### src/sv/rwst_pkg.sv
// Shared types, constants and helper functions for the read/write set tracker.
// Depends on nothing; every other file refers to it by scoped names.
`default_nettype none

package rwst_pkg;

    localparam int MAX_THREADS    = 16;
    localparam int TABLE_ENTRIES  = 64;
    localparam int LINE_ADDR_BITS = 32;

    localparam int IDX_W  = $clog2(TABLE_ENTRIES);
    localparam int MASK_W = 16;
    localparam int CNT_W  = 5;
    localparam int TID_W  = 4;
    localparam int ADDR_W = 32;

    typedef logic [IDX_W-1:0]          idx_t;
    typedef logic [MASK_W-1:0]         mask_t;
    typedef logic [CNT_W-1:0]          cnt_t;
    typedef logic [TID_W-1:0]          tid_t;
    typedef logic [LINE_ADDR_BITS-1:0] line_t;

    localparam cnt_t ACTIVE_THREADS_RST = cnt_t'(16);
    localparam cnt_t MAX_THREADS_C      = cnt_t'(MAX_THREADS);

    typedef enum logic [1:0] {
        OP_READ  = 2'd0,
        OP_WRITE = 2'd1,
        OP_CLEAR = 2'd2,
        OP_QUERY = 2'd3
    } op_e;

    typedef enum logic [1:0] {
        ST_OK         = 2'd0,
        ST_FULL       = 2'd1,
        ST_BAD_THREAD = 2'd2
    } status_e;

    // Request payload as it crosses the input channel.
    typedef struct packed {
        logic [1:0]        operation;
        tid_t              thread_id;
        logic [ADDR_W-1:0] line_addr;
    } req_t;

    // Result payload as it crosses the output channel.
    typedef struct packed {
        cnt_t       reader_count;
        cnt_t       writer_count;
        mask_t      reader_mask;
        mask_t      writer_mask;
        logic [1:0] status;
    } rsp_t;

    // Request and allocation command seen by every cell at once.
    typedef struct packed {
        op_e   op;
        tid_t  tid;
        line_t line;
        logic  ok;
        logic  alloc_en;
        idx_t  alloc_idx;
    } cell_cmd_t;

    // Token handed from cell to cell while a request walks the table.
    typedef struct packed {
        logic  vld;
        logic  hit;
        logic  free_found;
        idx_t  free_idx;
        mask_t rd;
        mask_t wr;
    } token_t;

    localparam logic [2:0] NIB_CNT [16] = '{
        3'd0, 3'd1, 3'd1, 3'd2, 3'd1, 3'd2, 3'd2, 3'd3,
        3'd1, 3'd2, 3'd2, 3'd3, 3'd2, 3'd3, 3'd3, 3'd4
    };

    function automatic cnt_t popcount(input mask_t v);
        cnt_t s;
        s = cnt_t'(NIB_CNT[v[3:0]])   + cnt_t'(NIB_CNT[v[7:4]])
          + cnt_t'(NIB_CNT[v[11:8]])  + cnt_t'(NIB_CNT[v[15:12]]);
        return s;
    endfunction

    function automatic mask_t tid_bit(input tid_t t);
        return mask_t'(1) << t;
    endfunction

endpackage

`default_nettype wire

### src/sv/rwst_cell.sv
// One directory entry of the tracker: line address plus reader and writer masks.
// Depends on rwst_pkg for the command, token and mask types.
`default_nettype none

module rwst_cell (
    input  wire logic               clk,
    input  wire logic               rst_n,
    input  wire rwst_pkg::idx_t     idx,
    input  wire rwst_pkg::cell_cmd_t cmd,
    input  wire rwst_pkg::token_t   tok_in,
    output rwst_pkg::token_t        tok_out
);

    logic              valid_reg, valid_next;
    rwst_pkg::line_t   line_reg, line_next;
    rwst_pkg::mask_t   rd_reg, rd_next;
    rwst_pkg::mask_t   wr_reg, wr_next;
    rwst_pkg::token_t  tok_reg, tok_next;

    logic              hit;
    rwst_pkg::mask_t   bit_m;
    rwst_pkg::mask_t   rd_upd;
    rwst_pkg::mask_t   wr_upd;

    assign hit   = valid_reg && (line_reg == cmd.line);
    assign bit_m = rwst_pkg::tid_bit(cmd.tid);

    always_comb
    begin
        rd_upd = rd_reg;
        wr_upd = wr_reg;
        if (cmd.ok && cmd.op == rwst_pkg::OP_READ)
        begin
            rd_upd = rd_reg | bit_m;
        end
        if (cmd.ok && cmd.op == rwst_pkg::OP_WRITE)
        begin
            wr_upd = wr_reg | bit_m;
        end
    end

    always_comb
    begin
        valid_next = valid_reg;
        line_next  = line_reg;
        rd_next    = rd_reg;
        wr_next    = wr_reg;
        tok_next   = tok_in;

        if (tok_in.vld)
        begin
            unique case (cmd.op) inside
                rwst_pkg::OP_CLEAR:
                begin
                    if (cmd.ok && valid_reg)
                    begin
                        rd_next = rd_reg & ~bit_m;
                        wr_next = wr_reg & ~bit_m;
                        if ((rd_next == '0) && (wr_next == '0))
                        begin
                            valid_next = 1'b0;
                        end
                    end
                end
                rwst_pkg::OP_READ, rwst_pkg::OP_WRITE:
                begin
                    if (hit)
                    begin
                        rd_next      = rd_upd;
                        wr_next      = wr_upd;
                        tok_next.hit = 1'b1;
                        tok_next.rd  = rd_upd;
                        tok_next.wr  = wr_upd;
                    end
                    else if (!valid_reg && !tok_in.free_found)
                    begin
                        tok_next.free_found = 1'b1;
                        tok_next.free_idx   = idx;
                    end
                end
                rwst_pkg::OP_QUERY:
                begin
                    if (hit)
                    begin
                        tok_next.hit = 1'b1;
                        tok_next.rd  = rd_reg;
                        tok_next.wr  = wr_reg;
                    end
                end
                default:
                begin
                    tok_next = tok_in;
                end
            endcase
        end

        // Claim this entry for a new line once the walk found no match.
        if (cmd.alloc_en && (cmd.alloc_idx == idx))
        begin
            valid_next = 1'b1;
            line_next  = cmd.line;
            rd_next    = (cmd.op == rwst_pkg::OP_READ)  ? bit_m : '0;
            wr_next    = (cmd.op == rwst_pkg::OP_WRITE) ? bit_m : '0;
        end
    end

    always_ff @(posedge clk or negedge rst_n)
    begin
        if (!rst_n)
        begin
            valid_reg <= 1'b0;
            rd_reg    <= '0;
            wr_reg    <= '0;
            tok_reg   <= '0;
        end
        else
        begin
            valid_reg <= valid_next;
            rd_reg    <= rd_next;
            wr_reg    <= wr_next;
            tok_reg   <= tok_next;
        end
    end

    always_ff @(posedge clk)
    begin
        line_reg <= line_next;
    end

    assign tok_out = tok_reg;

endmodule

`default_nettype wire
### config.mk
export PLATFORM = sky130hd
export DESIGN_NAME = rwst_cell
export DESIGN_NICKNAME = d
export VERILOG_FILES = /design/src/sv/rwst_pkg.sv /design/src/sv/rwst_cell.sv
export SDC_FILE = /design/constraint.sdc
export NUM_CORES = 1
export LEC_CHECK = 0
export BUFFER_PORTS_ARGS = -buffer_cell sky130_fd_sc_hd__clkbuf_2
export CAP_MARGIN = 15
export CORE_MARGIN = 3
export CORE_UTILIZATION = 50
export DETAILED_ROUTE_END_ITERATION = 10
export GPL_ROUTABILITY_DRIVEN = 0
export GPL_TIMING_DRIVEN = 1
export MAX_ROUTING_LAYER = met4
export PLACE_DENSITY = 0.81
export REMOVE_ABC_BUFFERS = 1
export SKIP_CTS_REPAIR_TIMING = 1
export SYNTH_ARGS = -nofsm -noshare
export SYNTH_HDL_FRONTEND = slang
export SYNTH_SLANG_ARGS = --single-unit
export TNS_END_PERCENT = 5
### constraint.sdc
create_clock -name clk -period 2.8 [get_ports clk]
set_clock_uncertainty 0.2 [all_clocks]
set_input_delay 0.42 -clock clk [delete_from_list [all_inputs] [get_ports clk]]
set_output_delay 0.42 -clock clk [all_outputs]
set_load 0.05 [all_outputs]
==> impl_metrics.csv, run 1 <==
group,metric,value,unit
run_status,outcome,"finished with violations",
run_status,violations,"hold timing",
placement,postPlaceCellArea,5970,µm²
power_and_ir_drop,irDropWorstVdd,0.287,mV
min_path,hp-class,"in -> async",
worst_setup_path,cp-startpoint,"line_reg[9]",
placement,io_buffers,135,
worst_setup_path,cp-end-kind,"register",
worst_setup_path,timing.critical_path.buf_inv,1,
timing,setup_viol,0,
floorplanning,fp.dieW,107,µm
layout,antennaDiodeCount,0,
synthesis,synthesis.area,5100,µm²
routing,via_per_inst,5.74,
floorplanning,core,9860,µm²
worst_setup_path,r2r_end,"tok_out[16]",
timing,clock.fmax,0.402,GHz
placement,placed_cells_incl_taps,695,
routing,routed_wl,12300,µm
layout,final_area,6150,µm²
layout,stdcell_count,710,
worst_setup_path,cp_num_cells,6,
global_routing,antenna_found_initial,0,
timing,hold_ws,-0.0235,ns
synthesis,synth_edf_count,32,
timing,maxSlewHeadroom,0.366,
synthesis,syn_inst,433,
synthesis,yosys_most_used_dff,"dfrtp_1",
clock_tree,numCtsBuffers,9,
placement,place_ws,0.162,ns
worst_setup_path,crit_path_top_delay_cell,"or4_4",
clock_tree,clkLatencyLatePin,0.37,ns
timing,layout_min_cycle_time,2.49,ns
worst_setup_path,reg2reg_slack,0.31,ns
layout,largest_reg_flops,41,
worst_setup_path,r2r-start,"line_reg[9]",
clock_tree,cts_sinks,106,
floorplanning,fp.dieH,107,µm
global_routing,grt_usage,0.229,
global_routing,grt_pass1_vias,4140,
worst_setup_path,cp_top_family,"simple AND/OR/NAND/NOR gates",
worst_setup_path,rr_worst_depth,6,
clock_tree,clk_pin_slew,0.10,ns
worst_setup_path,cpPeakStageDelay,0.59,ns
worst_setup_path,worstPathCellList,"xnor2_1, o211ai_1, or4_4, nor4_4, buf_12, mux2_2",
synthesis,yosys_warnings,0,
layout,final_layout_size_suffix_gt1_frac,0.328,
routing,vias,4078,
worst_setup_path,crit_arrival,2.56,ns
floorplanning,ios,136,
synthesis,yosysSeqAreaShare,0.552,
job,drv_cap,0,
global_routing,grt.overflow.total,0,
synthesis,synthArstFlopShare,0.698,
timing,worst_slack,0.314,ns
clock_tree,clockBufferDepth,2,
worst_setup_path,crit_fanout,38,
worst_setup_path,crit_type,"reg -> reg",
layout,final_cell_mix,"clkbuf_2 (134), dfrtp_1 (74), o211ai_1 (37)",
worst_setup_path,worstSetupEndpoint,"tok_out[16]",
worst_setup_path,critPathRequiredTime,2.87,ns
timing,finalMaxSlewViolations,0,
clock_tree,ctsRootBufferMaster,"clkbuf_8",
power_and_ir_drop,p_per_area,482,nW/µm²
timing,setup_tns,0,ns
layout,utilization,0.624,
synthesis,avgSynthCellArea,11.8,µm²
global_routing,grt_max_degree,75,
routing,drt_iter0_drc,341,
routing,wl_per_cell,17.3,µm
synthesis,yosysUniqueCellTypes,50,
floorplanning,start_util,0.517,
routing,ant_nets,0,
floorplanning,die-area,11400,µm²
placement,dpl.hpwl,8750,µm
clock_tree,cts_tree,"done",
routing,drc,0,
timing,rsz0062_at_grt,"no",
worst_setup_path,cp-start-kind,"register",
timing,hold_viol_final,17,
synthesis,ys_ff_latch,106,
floorplanning,core.rowCount,36,
layout,synthToLayoutAreaGrowth,20.6,%
power_and_ir_drop,power.total,2.96,mW
layout,nNetsFinal,668,
timing,tightest_slew,0.950,ns
power_and_ir_drop,p_leak,2.61,nW
clock_tree,htreeDepth,3,
global_routing,grt_first_pass_wirelength,20200,µm
routing,drtPass1Iterations,5,
layout,final_common_cell,"clkbuf_2",
timing,layout_worst_path_cycle_share,0.888,
==> layer usage <==
metal,GRT usage,share of wire,up-vias,wire (µm)
met3,0.0494,0.094,21,1160
met1,0.293,0.39,1942,4840
li1,-,-,1916,-
met4,0.0767,0.017,0,203
met5,-,0,-,0
met2,0.365,0.50,199,6110
==> cell usage after synthesis (all sizes together), types with 9 or more instances <==
| cell | instances | share of area |
|---|---|---|
| mux2i | 22 | 0.043 |
| dfrtp | 74 | 0.36 |
| o211ai | 37 | 0.054 |
| o31ai | 32 | 0.047 |
| nand2 | 11 | 0.0086 |
| edfxtp | 32 | 0.19 |
| nor2 | 16 | 0.012 |
| nand2b | 9 | 0.011 |
| buf | 17 | 0.027 |
| o21ai | 45 | 0.044 |
| xnor2 | 10 | 0.017 |
| clkbuf | 12 | 0.0088 |
| xor2 | 23 | 0.039 |
| inv | 13 | 0.0096 |
==> worst reg2reg max path, stage by stage, from the launching register on <==
cell      delay (ns)
edfxtp_1        0.40
xnor2_1         0.16
o211ai_1        0.10
or4_4           0.59
nor4_4          0.28
buf_12          0.26
mux2_2          0.40
==> final cells by class <==
cell class / instances / area [µm²]
fill: 817 / 3710
clock buffer: 11 / 151
multi-input combinational: 284 / 2050
timing repair buffer: 158 / 888
clock inverter: 4 / 26.3
inverter: 14 / 52.6
tap: 133 / 166
sequential: 106 / 2810
==> cell families after synthesis <==
family	Yosys count	share of synthesized area
AO/OA/AOI/OAI	134	0.174
XOR/XNOR	33	0.0567
AND/OR/NAND/NOR	87	0.110
flip-flops	106	0.552
buffers and inverters	43	0.0464
multiplexers	30	0.0608
==> worst min-delay path by stage <==
stage / from / endpoint / slack [ns]
final: rst_n / tok_out[17] / -0.02
after global routing: tok_in[39] / tok_out[39] / 0.04
after CTS: rst_n / tok_out[17] / 0.03
after detailed placement: wr_reg[4] / tok_out[4] / 0.33
after global placement: rd_reg[2] / tok_out[18] / 0.31
after floorplan: rst_n / rd_reg[0] / -0.08
==> report_power, final <==
| group | total (mW) | internal, mW | switching (mW) |
|---|---|---|---|
| registers | 1.66 | 1.64 | 0.0184 |
| logic | 0.431 | 0.144 | 0.287 |
| clock network | 0.875 | 0.367 | 0.508 |
| total | 2.96 | 2.15 | 0.813 |
No activity file was read; power rests on OpenSTA's default activity.
==> run 2, diff against run 1 <==
--- a/config.mk
+++ b/config.mk
@@ -7,6 +7,7 @@
 export LEC_CHECK = 0
 export BUFFER_PORTS_ARGS = -buffer_cell sky130_fd_sc_hd__clkbuf_2
 export CAP_MARGIN = 15
+export CORE_ASPECT_RATIO = 0.6
 export CORE_MARGIN = 3
 export CORE_UTILIZATION = 50
 export DETAILED_ROUTE_END_ITERATION = 10
==> run 2 against run 1 <==
  * The flow still finishes with violations (hold timing)
  * Core utilization increased by 3.4 points
  * Final area rose by 1.9%
  * Sequential power barely moved
  * Sequential share of layout area decreased by 0.86 points
  * Critical path depth did not move
  * Clock power rose by 34%
  * Non-clock buffer count is 4 higher
  * Flip-flop and latch count stayed put
  * Cell count rose by 0.28%
  * Routed wire length rose by 9.6%
  * Combinational power grew 2%
  * Clock-buffer cell count shrank 2
  * Largest power group unchanged
==> impl_metrics.csv, run 2 (same netlist as run 1, synthesis figures left out) <==
group,metric,value,unit
floorplanning,core,9530,µm²
floorplanning,die-area,11500,µm²
layout,multi_input_area,2050,µm²
layout,ff_latch_area,2810,µm²
clock_tree,clk_pin_slew,0.07,ns
layout,stdcell_count,712,
global_routing,antenna_found_initial,0,
timing,layout_min_cycle_time,2.54,ns
routing,wl_per_cell,18.9,µm
layout,antennaDiodeCount,0,
routing,drc,0,
power_and_ir_drop,power.total,3.27,mW
layout,utilization,0.658,
global_routing,grt_first_pass_wirelength,21500,µm
clock_tree,clockBufferDepth,2,
power_and_ir_drop,p_leak,2.68,nW
global_routing,grt_max_degree,75,
power_and_ir_drop,pwr-share-comb,0.134,
placement,placed_cells_incl_taps,696,
timing,clock.fmax,0.393,GHz
global_routing,grt_pass1_vias,4111,
timing,hold_ws,-0.0193,ns
clock_tree,ctsRootBufferMaster,"clkbuf_16",
worst_setup_path,crit_path_top_delay_cell,"or4_4",
worst_setup_path,worstPathCellList,"xnor2_1, o211ai_1, or4_4, nor4_4, buf_12, mux2_2",
layout,final_cell_mix,"clkbuf_2 (134), dfrtp_1 (74), o211ai_1 (37)",
timing,finalMaxSlewViolations,0,
layout,nNetsFinal,672,
power_and_ir_drop,irDropWorstVdd,0.348,mV
timing,tightest_slew,0.921,ns
worst_setup_path,cpPeakStageDelay,0.60,ns
timing,layout_worst_path_cycle_share,0.909,
worst_setup_path,crit_type,"reg -> reg",
power_and_ir_drop,pwr-share-clk,0.357,
clock_tree,cts_sinks,106,
layout,final_layout_size_suffix_gt1_frac,0.333,
worst_setup_path,reg2reg_slack,0.26,ns
worst_setup_path,cp-start-kind,"register",
placement,dpl.hpwl,9840,µm
floorplanning,fp.dieW,136,µm
layout,final_common_cell,"clkbuf_2",
clock_tree,numCtsBuffers,9,
timing,setup_viol,0,
worst_setup_path,crit_fanout,38,
floorplanning,core.rowCount,27,
routing,vias,4162,
timing,hold_viol_final,9,
run_status,outcome,"finished with violations",
clock_tree,clkLatencyLatePin,0.35,ns
min_path,hp-class,"in -> async",
routing,via_per_inst,5.85,
routing,drt_iter0_drc,385,
floorplanning,start_util,0.535,
layout,largest_reg_flops,41,
power_and_ir_drop,p_per_area,521,nW/µm²
floorplanning,fp.dieH,84.2,µm
power_and_ir_drop,switching_power,0.877,mW
layout,nFillCells,761,
floorplanning,ios,136,
job,drv_cap,0,
worst_setup_path,cp_top_family,"simple AND/OR/NAND/NOR gates",
global_routing,grt_usage,0.248,
power_and_ir_drop,seqPwrFrac,0.509,
layout,synthToLayoutAreaGrowth,22.9,%
timing,rsz0062_at_grt,"no",
power_and_ir_drop,switching_share,0.268,
worst_setup_path,timing.critical_path.buf_inv,1,
power_and_ir_drop,internal-power,2.39,mW
global_routing,grt.overflow.total,0,
worst_setup_path,critPathRequiredTime,2.84,ns
worst_setup_path,crit_arrival,2.58,ns
routing,ant_nets,0,
run_status,violations,"hold timing",
placement,io_buffers,135,
routing,drtPass1Iterations,6,
clock_tree,cts_tree,"done",
timing,maxSlewHeadroom,0.386,
clock_tree,htreeDepth,3,
routing,routed_wl,13500,µm
worst_setup_path,cp-end-kind,"register",
run 2: stage by stage:
step	setup TNS, ns	setup WS (ns)	area (µm²)
after global routing	0	0.132	6270
after CTS	0	0.236	6270
final	0	0.256	6270
after detailed placement	0	0.0855	6000
after floorplan	-18.67	-0.578	4920
after global placement	0	0.184	6000
run 2: worst paths after layout:
kind	to	start	cells after the start
max	tok_out[16]	line_reg[9]	6
min	tok_out[36]	rst_n	1
max reg2reg	tok_out[16]	line_reg[9]	6
min reg2reg	wr_reg[2]	wr_reg[2]	2
max in group asynchronous	rd_reg[4]	rst_n	1
min in group clk	line_reg[2]	cmd[10]	1
run 2: layout make-up:
cell class,count,share of cell area
inverter,14,0.00838
tap,130,0.0259
multi-input combinational,284,0.328
clock inverter,7,0.00699
clock buffer,9,0.0359
timing repair buffer,162,0.147
sequential,106,0.449
run 2: power groups by stage:
stage	clock network, mW	registers (mW)	logic [mW]
floorplan	0	1.81	0.113
global placement	0	1.69	0.423
detailed placement	0	1.69	0.436
CTS	1.18	1.66	0.438
global route	1.25	1.67	0.472
finish	1.17	1.66	0.438
run 2: metal layers:
metal / track usage / up-vias / part of all wire
met5: - / - / 0
met4: 0.0576 / 0 / 0.011
met3: 0.0611 / 15 / 0.084
met2: 0.371 / 215 / 0.47
met1: 0.343 / 1997 / 0.44
li1: - / 1935 / -
==> run 3, diff against run 2 <==
--- a/config.mk
+++ b/config.mk
@@ -9,12 +9,12 @@
 export CAP_MARGIN = 15
 export CORE_ASPECT_RATIO = 0.6
 export CORE_MARGIN = 3
-export CORE_UTILIZATION = 50
+export CORE_UTILIZATION = 52
 export DETAILED_ROUTE_END_ITERATION = 10
 export GPL_ROUTABILITY_DRIVEN = 0
 export GPL_TIMING_DRIVEN = 1
 export MAX_ROUTING_LAYER = met4
-export PLACE_DENSITY = 0.81
+export PLACE_DENSITY = 0.84
 export REMOVE_ABC_BUFFERS = 1
 export SKIP_CTS_REPAIR_TIMING = 1
 export SYNTH_ARGS = -nofsm -noshare
==> run 3 against run 2 <==
  * The flow still finishes with violations (hold timing)
  * Setup slack lost 0.080 ns
  * First-iteration DRC count shrank 3.9%
  * Routed wire length shrank 1.9%
  * Maximum frequency shrank 3.1%
  * Largest cell class unchanged
  * Final area shrank 0.42%
==> impl_metrics.csv, run 3 (same netlist as run 1, synthesis figures left out) <==
group,metric,value,unit
timing,clock.fmax,0.381,GHz
timing,layout_worst_path_cycle_share,0.937,
floorplanning,start_util,0.545,
run_status,outcome,"finished with violations",
timing,hold_ws,-0.0119,ns
global_routing,grt.overflow.total,0,
timing,maxSlewHeadroom,0.378,
clock_tree,htreeDepth,3,
worst_setup_path,cp-start-kind,"register",
worst_setup_path,crit_type,"reg -> reg",
timing,hold_viol_final,4,
floorplanning,die-area,11100,µm²
job,drv_cap,0,
global_routing,grt_first_pass_wirelength,20700,µm
worst_setup_path,crit_fanout,38,
routing,drt_iter0_drc,370,
timing,layout_min_cycle_time,2.62,ns
power_and_ir_drop,p_leak,2.65,nW
worst_setup_path,cp-startpoint,"line_reg[2]",
run_status,violations,"hold timing",
min_path,hp-class,"in -> async",
clock_tree,cts_tree,"done",
routing,wl_per_cell,18.8,µm
power_and_ir_drop,irDropWorstVdd,0.298,mV
layout,nNetsFinal,665,
clock_tree,clkLatencyLatePin,0.35,ns
routing,vias,4185,
clock_tree,clockBufferDepth,2,
clock_tree,ctsRootBufferMaster,"clkbuf_16",
placement,place_ws,0.0492,ns
global_routing,antenna_found_initial,0,
floorplanning,core,9360,µm²
layout,final_layout_size_suffix_gt1_frac,0.325,
power_and_ir_drop,p_per_area,535,nW/µm²
floorplanning,fp.dieH,82.7,µm
global_routing,grt_pass1_vias,4063,
floorplanning,fp.dieW,134,µm
routing,ant_nets,0,
layout,synthToLayoutAreaGrowth,22.4,%
layout,antennaDiodeCount,0,
clock_tree,clk_pin_slew,0.07,ns
placement,dpl.hpwl,9550,µm
routing,routed_wl,13200,µm
layout,final_area,6240,µm²
timing,rsz0062_at_grt,"no",
worst_setup_path,r2r_end,"tok_out[16]",
placement,io_buffers,135,
global_routing,grt_usage,0.250,
timing,worst_slack,0.176,ns
routing,via_per_inst,5.94,
worst_setup_path,critPathRequiredTime,2.84,ns
worst_setup_path,crit_arrival,2.67,ns
worst_setup_path,cp-end-kind,"register",
timing,finalMaxSlewViolations,0,
layout,final_common_cell,"clkbuf_2",
floorplanning,ios,136,
worst_setup_path,reg2reg_slack,0.18,ns
layout,final_cell_mix,"clkbuf_2 (134), dfrtp_1 (74), o211ai_1 (37)",
layout,largest_reg_flops,41,
placement,postPlaceCellArea,5950,µm²
floorplanning,core.rowCount,27,
worst_setup_path,rr_worst_depth,5,
routing,drtPass1Iterations,5,
timing,setup_tns,0,ns
worst_setup_path,r2r-start,"line_reg[2]",
timing,setup_viol,0,
power_and_ir_drop,power.total,3.34,mW
global_routing,grt_max_degree,75,
clock_tree,numCtsBuffers,9,
timing,tightest_slew,0.933,ns
routing,drc,0,
clock_tree,cts_sinks,106,
[run 3: cell count changes in the layout (fill, tap and decap cells not counted), sizes merged]
cell and delta:
clkinvlp +2, inv +1, clkinv -4, clkbuf +1, buf -7
[run 3: worst max-delay path, stage by stage, from the launching register on]
cell and delay [ns]:
edfxtp_1 0.38, a222oi_1 0.52, nand4_1 0.34, nor4_4 0.39, buf_12 0.29, mux2_2 0.37
[run 3: worst max-delay path by stage]
stage                   to  slack [ns]  cells after the start
6_report       tok_out[16]        0.18                      5
5_1_grt        tok_out[28]        0.10                      6
4_1_cts        tok_out[16]        0.20                      5
3_5_place_dp   tok_out[16]        0.05                      7
3_3_place_gp   tok_out[16]        0.13                      7
2_1_floorplan  tok_out[16]       -0.58                      5
[run 3: where the power goes]
group,switching [mW],internal [mW],total [mW]
combinational,0.292,0.143,0.435
sequential,0.0202,1.64,1.66
clock,0.582,0.663,1.24
[run 3: area by class of cell]
| type | count | area [µm²] |
|---|---|---|
| Fill cell | 720 | 3120 |
| Clock buffer | 10 | 250 |
| Sequential cell | 106 | 2810 |
| Clock inverter | 6 | 45.0 |
| Tap cell | 130 | 163 |
| Multi-Input combinational cell | 284 | 2050 |
| Timing Repair Buffer | 155 | 866 |
| Inverter | 14 | 52.6 |
[run 3: layer usage]
metal	GRT usage	wire (µm)	vias up	share of wire
met4	0.0852	231	0	0.017
met3	0.0599	1030	21	0.078
met1	0.343	5990	2029	0.45
li1	-	-	1923	-
met2	0.370	5970	212	0.45
met5	-	0	-	0
[run 3: stage by stage]
step | hold slack [ns] | cells | utilization
after floorplan | -0.0756 | 404 | -
after global placement | 0.317 | 689 | 0.636
after detailed placement | 0.333 | 689 | 0.636
after CTS | 0.0309 | 705 | 0.667
after global routing | 0.0509 | 705 | 0.667
final | -0.0119 | 705 | 0.667
